[src/rtl/core/bco_pkg.sv]
// Shared types, codes and beat layout for the box and circle overlap test.
package bco_pkg;

	localparam logic [1:0] SHAPE_BOX    = 2'd0;
	localparam logic [1:0] SHAPE_CIRCLE = 2'd1;

	localparam int unsigned S_TDATA_W = 160;
	localparam int unsigned M_TDATA_W = 8;

	// field offsets within s_tdata, lowest bit of each field
	localparam int unsigned OFS_SHAPE_A  = 0;
	localparam int unsigned OFS_POS_X_A  = 2;
	localparam int unsigned OFS_POS_Y_A  = 18;
	localparam int unsigned OFS_WIDTH_A  = 34;
	localparam int unsigned OFS_HEIGHT_A = 49;
	localparam int unsigned OFS_RADIUS_A = 64;
	localparam int unsigned OFS_SHAPE_B  = 79;
	localparam int unsigned OFS_POS_X_B  = 81;
	localparam int unsigned OFS_POS_Y_B  = 97;
	localparam int unsigned OFS_WIDTH_B  = 113;
	localparam int unsigned OFS_HEIGHT_B = 128;
	localparam int unsigned OFS_RADIUS_B = 143;

	typedef enum logic [1:0] {
		KIND_NONE,
		KIND_BOX_BOX,
		KIND_CIRC_CIRC,
		KIND_CIRC_BOX
	} pair_kind_t;

	typedef struct packed {
		logic [1:0]         shape_a;
		logic signed [15:0] pos_x_a;
		logic signed [15:0] pos_y_a;
		logic [14:0]        width_a;
		logic [14:0]        height_a;
		logic [14:0]        radius_a;
		logic [1:0]         shape_b;
		logic signed [15:0] pos_x_b;
		logic signed [15:0] pos_y_b;
		logic [14:0]        width_b;
		logic [14:0]        height_b;
		logic [14:0]        radius_b;
	} pair_t;

	typedef struct packed {
		pair_kind_t  kind;
		logic        bb_hit;
		logic [15:0] dx_mag;
		logic [15:0] dy_mag;
		logic [15:0] r_mag;
	} prep_t;

	typedef struct packed {
		pair_kind_t  kind;
		logic        bb_hit;
		logic [31:0] dx_sq;
		logic [31:0] dy_sq;
		logic [31:0] r_sq;
	} sqr_t;

	// magnitude of an 18-bit signed difference known to lie within +-65535
	function automatic logic [15:0] abs_mag(input logic signed [17:0] v);
		logic signed [17:0] n;
		n = -v;
		return v[17] ? n[15:0] : v[15:0];
	endfunction

endpackage

[src/rtl/core/bco_prep.sv]
// Stage two: pair classification, box-box test, clamped distances and radius operand.
module bco_prep
	import bco_pkg::*;
(
	input  logic  clk,
	input  logic  en,
	input  pair_t pair,
	output prep_t prep_s2
);

	pair_kind_t kind;
	logic       bb_hit;

	logic signed [17:0] l_a, r_a, t_a, b_a, l_b, r_b, t_b, b_b;

	logic               circ_is_a;
	logic signed [15:0] cx, cy, bx, by;
	logic [14:0]        cr, bw, bh;
	logic signed [17:0] lo_dx, hi_dx, lo_dy, hi_dy, cb_dx, cb_dy;
	logic signed [17:0] cc_dx, cc_dy;
	logic [15:0]        r_sum;
	prep_t              prep_d;

	always_comb begin
		if (pair.shape_a == SHAPE_BOX && pair.shape_b == SHAPE_BOX) begin
			kind = KIND_BOX_BOX;
		end else if (pair.shape_a == SHAPE_CIRCLE && pair.shape_b == SHAPE_CIRCLE) begin
			kind = KIND_CIRC_CIRC;
		end else if ((pair.shape_a == SHAPE_CIRCLE && pair.shape_b == SHAPE_BOX) ||
		             (pair.shape_a == SHAPE_BOX && pair.shape_b == SHAPE_CIRCLE)) begin
			kind = KIND_CIRC_BOX;
		end else begin
			kind = KIND_NONE;
		end
	end

	// box-box on doubled coordinates, centre position
	always_comb begin
		l_a = $signed({pair.pos_x_a[15], pair.pos_x_a, 1'b0}) - $signed({3'b000, pair.width_a});
		r_a = $signed({pair.pos_x_a[15], pair.pos_x_a, 1'b0}) + $signed({3'b000, pair.width_a});
		t_a = $signed({pair.pos_y_a[15], pair.pos_y_a, 1'b0}) - $signed({3'b000, pair.height_a});
		b_a = $signed({pair.pos_y_a[15], pair.pos_y_a, 1'b0}) + $signed({3'b000, pair.height_a});
		l_b = $signed({pair.pos_x_b[15], pair.pos_x_b, 1'b0}) - $signed({3'b000, pair.width_b});
		r_b = $signed({pair.pos_x_b[15], pair.pos_x_b, 1'b0}) + $signed({3'b000, pair.width_b});
		t_b = $signed({pair.pos_y_b[15], pair.pos_y_b, 1'b0}) - $signed({3'b000, pair.height_b});
		b_b = $signed({pair.pos_y_b[15], pair.pos_y_b, 1'b0}) + $signed({3'b000, pair.height_b});
		bb_hit = (l_a < r_b) && (r_a > l_b) && (t_a < b_b) && (b_a > t_b);
	end

	// circle-box: box position is its min corner
	always_comb begin
		circ_is_a = (pair.shape_a == SHAPE_CIRCLE);
		cx = circ_is_a ? pair.pos_x_a : pair.pos_x_b;
		cy = circ_is_a ? pair.pos_y_a : pair.pos_y_b;
		cr = circ_is_a ? pair.radius_a : pair.radius_b;
		bx = circ_is_a ? pair.pos_x_b : pair.pos_x_a;
		by = circ_is_a ? pair.pos_y_b : pair.pos_y_a;
		bw = circ_is_a ? pair.width_b : pair.width_a;
		bh = circ_is_a ? pair.height_b : pair.height_a;

		lo_dx = 18'(cx) - 18'(bx);
		hi_dx = lo_dx - $signed({3'b000, bw});
		lo_dy = 18'(cy) - 18'(by);
		hi_dy = lo_dy - $signed({3'b000, bh});

		if (lo_dx < 0) begin
			cb_dx = lo_dx;
		end else if (hi_dx > 0) begin
			cb_dx = hi_dx;
		end else begin
			cb_dx = '0;
		end
		if (lo_dy < 0) begin
			cb_dy = lo_dy;
		end else if (hi_dy > 0) begin
			cb_dy = hi_dy;
		end else begin
			cb_dy = '0;
		end

		cc_dx = 18'(pair.pos_x_a) - 18'(pair.pos_x_b);
		cc_dy = 18'(pair.pos_y_a) - 18'(pair.pos_y_b);
		r_sum = {1'b0, pair.radius_a} + {1'b0, pair.radius_b};
	end

	always_comb begin
		prep_d.kind   = kind;
		prep_d.bb_hit = bb_hit;
		if (kind == KIND_CIRC_CIRC) begin
			prep_d.dx_mag = abs_mag(cc_dx);
			prep_d.dy_mag = abs_mag(cc_dy);
			prep_d.r_mag  = r_sum;
		end else begin
			prep_d.dx_mag = abs_mag(cb_dx);
			prep_d.dy_mag = abs_mag(cb_dy);
			prep_d.r_mag  = {1'b0, cr};
		end
	end

	always_ff @(posedge clk) begin
		if (en) begin
			prep_s2 <= prep_d;
		end
	end

endmodule

[config.mk]
export PLATFORM = sky130hd
export DESIGN_NAME = bco_prep
export DESIGN_NICKNAME = d
export VERILOG_FILES = /design/src/rtl/core/bco_pkg.sv /design/src/rtl/core/bco_prep.sv
export SDC_FILE = /design/constraint.sdc
export NUM_CORES = 1
export LEC_CHECK = 0
export BUFFER_PORTS_ARGS = -buffer_cell sky130_fd_sc_hd__buf_4
export CAP_MARGIN = 10
export CORE_MARGIN = 2
export CORE_UTILIZATION = 56
export CTS_BUF_LIST = sky130_fd_sc_hd__clkbuf_2 sky130_fd_sc_hd__clkbuf_4 sky130_fd_sc_hd__clkbuf_8
export DETAILED_ROUTE_END_ITERATION = 10
export GPL_ROUTABILITY_DRIVEN = 0
export GPL_TIMING_DRIVEN = 0
export PLACE_DENSITY = 0.8
export SLEW_MARGIN = 5
export SYNTH_ARGS = -nofsm -noshare
export SYNTH_HDL_FRONTEND = slang
export SYNTH_SLANG_ARGS = --single-unit
export TNS_END_PERCENT = 5
[constraint.sdc]
create_clock -name clk -period 7.54 [get_ports clk]
set_input_delay 1.131 -clock clk [delete_from_list [all_inputs] [get_ports clk]]
set_output_delay 1.131 -clock clk [all_outputs]
set_load 0.02 [all_outputs]
* Word level (Yosys, flattened, before mapping)
Index checks and enable logic that the tools add are counted.
Cells by class: add/sub/neg operators 19, $lt $le $gt $ge 8, eq/ne operators 3, mux-type cells 19, reductions and logical operators 10
Operator list (number):
- 16-bit two-way mux | 8
- 17-bit by 16-bit subtractor with 18-bit output | 6
- 17-bit by 16-bit adder with 18-bit output | 4
- 18-bit two-way mux | 4
- 16-bit by 16-bit subtractor with 17-bit output | 4
- 16-bit negator | 4
- 48-bit two-way mux | 1
- 15-bit two-way mux | 3
- 18-bit by 1-bit > comparator with 1-bit output (second input constant) | 2
- 18-bit > comparator | 2
- 18-bit less-than comparator | 2
- 17-bit by 1-bit less-than comparator with 1-bit output (second input constant) | 2
- 15-bit by 15-bit adder with 16-bit output | 1
- 1-bit logical AND | 7
- 2-bit two-way mux | 3
- 2-bit by 1-bit equality test with 1-bit output (second input constant) | 2
- 2-bit zero test | 2
- 2-bit equality test (second input constant) | 1
- 1-bit logical OR | 1
Storage, ports and cells: register bits 51, input port bits 160, output and inout port bits 51, word-level logic and storage cells 65

* Longest topological paths before layout
Gate-level depths: netlist of the first run.
depth in word-level cells 10, mapped depth 34, depth with buffers taken out 30

* Worst setup path before layout of the first run
OpenSTA, ideal clock, no wires.
path type in2reg, start point input port pair[156] (netlist bit), end point register prep_s2[42] (netlist bit) (data pin), setup time 0.275 ns, arrival time 6.969 ns, data required time 7.265 ns, path slack 0.296 ns, cell stages on the path 31, buffers on the path 8, cells stage by stage buf_4 nor2b_4 buf_6 buf_6 buf_2 buf_2 clkbuf_1 clkbuf_1 buf_1 a21oi_1 ha_1 nor2b_1 o31a_1 o21a_1 o31ai_1 o311ai_2 maj3_2 o21ai_1 xnor2_1 nor4_2 a31oi_1 a2bb2oi_1 ha_1 nand2_1 nor3_1 nand2_1 o2bb2ai_1 a21boi_1 nand3b_1 xnor2_1 o221ai_1
RTL lines:
- start, declared | line bco_prep.sv:7 | input pair_t pair,
- end signal, assigned | line bco_prep.sv:102 | prep_s2 <= prep_d;
- end, declared | line bco_prep.sv:8 | output prep_t prep_s2

==> flow_summary.yaml, run 1 <==
global_route:
  grt_util_all_layers: 0.3242
  gr-total-overflow: 0
  grt_pass1_vias: 17650
  grt_pass1_wl_mm: 83.68
  grt_max_degree: 52
  antenna_found_initial: 1
status:
  status: "finished clean"
clock_tree:
  htreeDepth: 2
  clock-root-buffer: "clkbuf_8"
  cts_hold_buffers: 0
  cts_tree: "built"
  numCtsBuffers: 5
  clk_pin_slew_ps: 100
  clk_path_buf_depth: 2
  cts.sinks: 51
logic_synthesis:
  syn_avg_cell_area_um2: 7.298
  yosysSeqAreaShare: 0.08983
  syn_area_um2: 17050
  synth_top_flop_cell: "edfxtp_1"
  synth_edf_count: 51
  ys_types: 106
  synth_cells: 2336
  syn_nets: 2771
  yosys_register_bits: 51
  async_flop_share: 0
  ys_warn_count: 0
power:
  p_leak_nw: 8.738
  intPower_mw: 1.561
  p_per_area_nw_per_um2: 165.2
  power.switching_mw: 1.633
  pwr-share-seq: 0.134
  switching_share: 0.5113
  comb_power_share: 0.803
  pwr-share-clk: 0.063
  ir_drop_v: 0.00009263
timing:
  timing.setup.tns_ps: 0
  slew_violations: 0
  rsz0062_at_grt: "yes"
  hold_violations: 0
  post-route-min-period_ps: 7408
  hold_slack_ps: 1116
  worst_slew_pin_slew_ps: 1104
  setup_viol: 0
  period_share: 0.9825
  clock.fmax_mhz: 135.0
  max-slew-margin-rel: 0.2575
  setup_ws_ps: 131.7
detailed_routing:
  vias_per_cell: 6.248
  vias: 18390
  firstDrtPassIters: 5
  drt_iter0_drc: 1499
  routed_wl_mm: 53.91
  ant_nets: 0
  wire_per_inst_um: 18.31
  drcViolationCount: 0
final_layout:
  drive_above_1_share: 0.1276
  top_regs: "prep_s2: 51 flops"
  layoutNonFillerInstCount: 2944
  top_register: "prep_s2"
  area_growth_pct: 13.37
  final_util: 0.6487
  fin_nets: 2988
  largest_register_ffs: 51
  n_antenna_cell: 0
die:
  core.rowCount: 63
  chipHeight_um: 178.5
  initial_core_util: 0.5722
  die_w_um: 178.5
  die_area_um2: 31860
  ios: 211
  core_um2: 29800
worst_setup_path:
  worstSetupEndpointType: "flip-flop"
  path_buf_inv: 9
  crit_path_max_incr_delay_ps: 480
  crit_type: "primary input to flip-flop"
  cp_max_fo: 19
  cp_slowest_cell: "fa_1"
  critPathTopFamily: "compound AO/OA/AOI/OAI gates"
  critical_path_arrival_ps: 7460
  startpoint_type: "primary input"
  crit_required_ps: 7600
hold_path:
  hold_class: "primary input to flip-flop"
placement:
  port_buffers: 209
  post-dp-hpwl_mm: 45.09
  dp_cells: 2935
  pre_cts_ws_ps: -2005
run:
  drv_cap: 0
cells by family after synthesis:
group,synth area share
simple gates,0.2045
fa+ha+maj,0.2082
compound gates,0.2991
mux,0.01270
buf+inv,0.07420
xor+xnor,0.1115
flops,0.08983
stage by stage:
stage | total power, mW | instance area (um^2)
after floorplan | 2.227 | 17050
after global placement | 2.831 | 19110
after detailed placement | 2.904 | 19110
after CTS | 3.134 | 19280
after global routing | 3.433 | 19330
final | 3.193 | 19330
power by group through the flow:
| stage | Combinational, mW | Sequential [mW] | Clock (mW) |
|---|---|---|---|
| floorplan | 1.71 | 0.518 | 0 |
| global placement | 2.40 | 0.435 | 0 |
| detailed placement | 2.47 | 0.436 | 0 |
| CTS | 2.50 | 0.429 | 0.203 |
| global route | 2.78 | 0.435 | 0.214 |
| finish | 2.56 | 0.429 | 0.200 |
cells in the final DEF, fill, tap and decap left out, types with 17 or more instances in the layout:
cell and n:
a21o_1 48, a21boi_0 24, ha_1 261, nor3_1 49, xor2_1 56, nand2b_1 55
nand3_1 44, o21bai_1 34, nand3b_1 25, o22ai_1 23, inv_1 236, edfxtp_1 51
a31oi_1 29, buf_4 217, a211oi_1 24, nand2_1 144, xnor2_1 161, o21a_1 31
o21ai_0 125, o31ai_1 17, nor2b_1 38, a21oi_1 229, clkbuf_1 57, nor2_1 210
Yosys cell counts (31+ instances only):
| cell | instances | area [um^2] |
|---|---|---|
| nor2_1 | 210 | 788.3 |
| nand2b_1 | 55 | 344.1 |
| nor2b_1 | 38 | 237.7 |
| inv_1 | 236 | 885.9 |
| xor2_1 | 56 | 490.5 |
| nor3_1 | 52 | 260.3 |
| a21oi_1 | 230 | 1151 |
| xnor2_1 | 161 | 1410 |
| clkbuf_1 | 61 | 229.0 |
| o21ai_0 | 126 | 630.6 |
| o21a_1 | 31 | 232.7 |
| nand3_1 | 44 | 220.2 |
| edfxtp_1 | 51 | 1531 |
| o21bai_1 | 34 | 255.2 |
| ha_1 | 262 | 3278 |
| nand2_1 | 144 | 540.5 |
| a21o_1 | 48 | 360.4 |
final timing paths:
path	start	end	slack [ps]	depth (start not counted)
setup / recovery	pair[156]	prep_s2[46]	130	33
hold / removal	pair[78]	prep_s2[49]	1120	2
metal layers:
layer	global-route usage	part of all wire
met4	0.2022	0.066
met2	0.5846	0.48
met3	0.03687	0.071
met5	0	0.00026
met1	0.3621	0.38
cell type report:
cell class              count  area (um^2)
repair buffers            212         1592
clock buffers               5        68.82
plain buffers              82        401.6
inverters                 236        885.9
well taps                 390        488.0
fillers                  2641        10470
clock inverters             3        46.29
flip-flops and latches     51         1531
multi-input cells        1965        14320
timing repair:
item,CTS,global route
setup buffers,3,0
gates resized for setup,14,12
cloned,0,0
pin swaps,2,1
endpoints found under the setup margin,17,7
(Power assumes the default switching activity.)
==> inputs of run 2 (changes only) <==
==> constraint.sdc (replaced) <==
create_clock -name clk -period 7.54 [get_ports clk]
set_input_delay 1.508 -clock clk [delete_from_list [all_inputs] [get_ports clk]]
set_output_delay 1.508 -clock clk [all_outputs]
set_load 0.02 [all_outputs]
==> run 2 against run 1 <==
Non-clock buffer count up 7. Critical path type unchanged. Combinational power up 4%. Fmax hardly changed. Routed wire length increased by 1.4%. Largest cell class unchanged. Power up 2.8%. Worst setup slack worse by 4.3 ps.
==> flow_summary.yaml, run 2 (synthesis gave the netlist of run 1 again) <==
run:
  drv_cap: 0
clock_tree:
  cts_hold_buffers: 0
  htreeDepth: 2
  cts_tree: "built"
  clk_pin_slew_ps: 110
  cts.sinks: 51
  clock-root-buffer: "clkbuf_8"
  clk_path_buf_depth: 2
  numCtsBuffers: 5
die:
  core_um2: 29800
  die_w_um: 178.5
  initial_core_util: 0.5722
  core.rowCount: 63
  ios: 211
  chipHeight_um: 178.5
  die_area_um2: 31860
detailed_routing:
  vias: 18580
  ant_nets: 0
  wire_per_inst_um: 18.53
  drcViolationCount: 0
  drt_iter0_drc: 1423
  vias_per_cell: 6.296
  routed_wl_mm: 54.68
  firstDrtPassIters: 6
worst_setup_path:
  critPathTopFamily: "compound AO/OA/AOI/OAI gates"
  cp_slowest_cell: "maj3_2"
  crit_required_ps: 7590
  crit_type: "primary input to flip-flop"
  worstSetupEndpointType: "flip-flop"
  worst_path_most_repeated_cell: "buf_4"
  startpoint_type: "primary input"
  cp_max_fo: 13
  path_buf_inv: 8
  crit_path_max_incr_delay_ps: 400
  critical_path_arrival_ps: 7470
placement:
  dp_cells: 2935
  port_buffers: 209
  post-dp-hpwl_mm: 45.02
timing:
  period_share: 0.9831
  post-route-min-period_ps: 7413
  clock.fmax_mhz: 134.9
  slew_violations: 0
  worst_slew_pin_slew_ps: 1064
  rsz0062_at_grt: "yes"
  hold_violations: 0
  max-slew-margin-rel: 0.2843
  setup_viol: 0
power:
  p_leak_nw: 8.868
  p_per_area_nw_per_um2: 167.2
  ir_drop_v: 0.00008805
final_layout:
  top_regs: "prep_s2: 51 flops"
  final_util: 0.6592
  fin_nets: 2995
  most-common-layout-cells: "ha_1, inv_1, a21oi_1"
  drive_above_1_share: 0.1406
  final_common_cell: "ha_1"
  area_growth_pct: 15.21
  largest_register_ffs: 51
  n_antenna_cell: 0
  top_register: "prep_s2"
  layoutNonFillerInstCount: 2951
global_route:
  grt_util_all_layers: 0.3277
  antenna_found_initial: 1
  grt_pass1_wl_mm: 84.86
  grt_pass1_vias: 17520
  gr-total-overflow: 0
  grt_max_degree: 52
hold_path:
  hp-start: "pair[78]"
  holdPathEnd: "prep_s2[49]"
  holdPathStages: 2
  hold_class: "primary input to flip-flop"
status:
  status: "finished clean"
[run 2: worst max-delay path by stage]
| stage | startpoint | endpoint | slack, ps | cells past startpoint |
|---|---|---|---|---|
| final | pair[156] | prep_s2[46] | 130 | 32 |
| after global placement | pair[156] | prep_s2[46] | -1860 | 35 |
| after floorplan | pair[156] | prep_s2[42] | 30 | 31 |
| after detailed placement | pair[156] | prep_s2[46] | -2100 | 35 |
| after CTS | pair[156] | prep_s2[46] | 30 | 32 |
| after global routing | pair[156] | prep_s2[42] | -90 | 32 |
[run 2: repair_timing]
| item | CTS | global route |
|---|---|---|
| resized for setup | 30 | 47 |
| buffers inserted | 2 | 10 |
| cloned | 0 | 0 |
| pin swaps | 4 | 12 |
| setup endpoints to repair | 22 | 12 |
[run 2: per-layer routing]
metal | GRT usage | share of wire | up-vias
met2 | 0.5981 | 0.49 | 862
met4 | 0.1775 | 0.061 | 2
met5 | 0 | 0.00024 | -
met1 | 0.3706 | 0.38 | 8633
met3 | 0.03708 | 0.064 | 237
li1 | - | - | 8845
[run 2: cell type report]
type                       count  area (um^2)
buffer                        80        415.4
clock buffer                   5        68.82
clock inverter                 3        46.29
fill                        2634        10150
inverter                     236        885.9
multi-input combinational   1965        14550
sequential                    51         1531
tap                          390        488.0
timing repair buffer         221         1659
[run 2: stage by stage]
stage          TNS [ps]  area (um^2)  hold slack [ps]  setup slack, ps  power [mW]
2_1_floorplan         0        17050             1621            32.04       2.227
3_3_place_gp     -18910        19110             1814            -1863       2.830
3_5_place_dp     -22570        19110             1825            -2105       2.903
4_1_cts               0        19360             1480            32.29       3.148
5_1_grt          -262.4        19640             1478           -88.99       3.530
6_report              0        19640             1491            127.4       3.283
[run 2: power by group]
group	switching (mW)	internal, mW
sequential	0.0208	0.408
combinational	1.56	1.10
clock	0.100	0.100
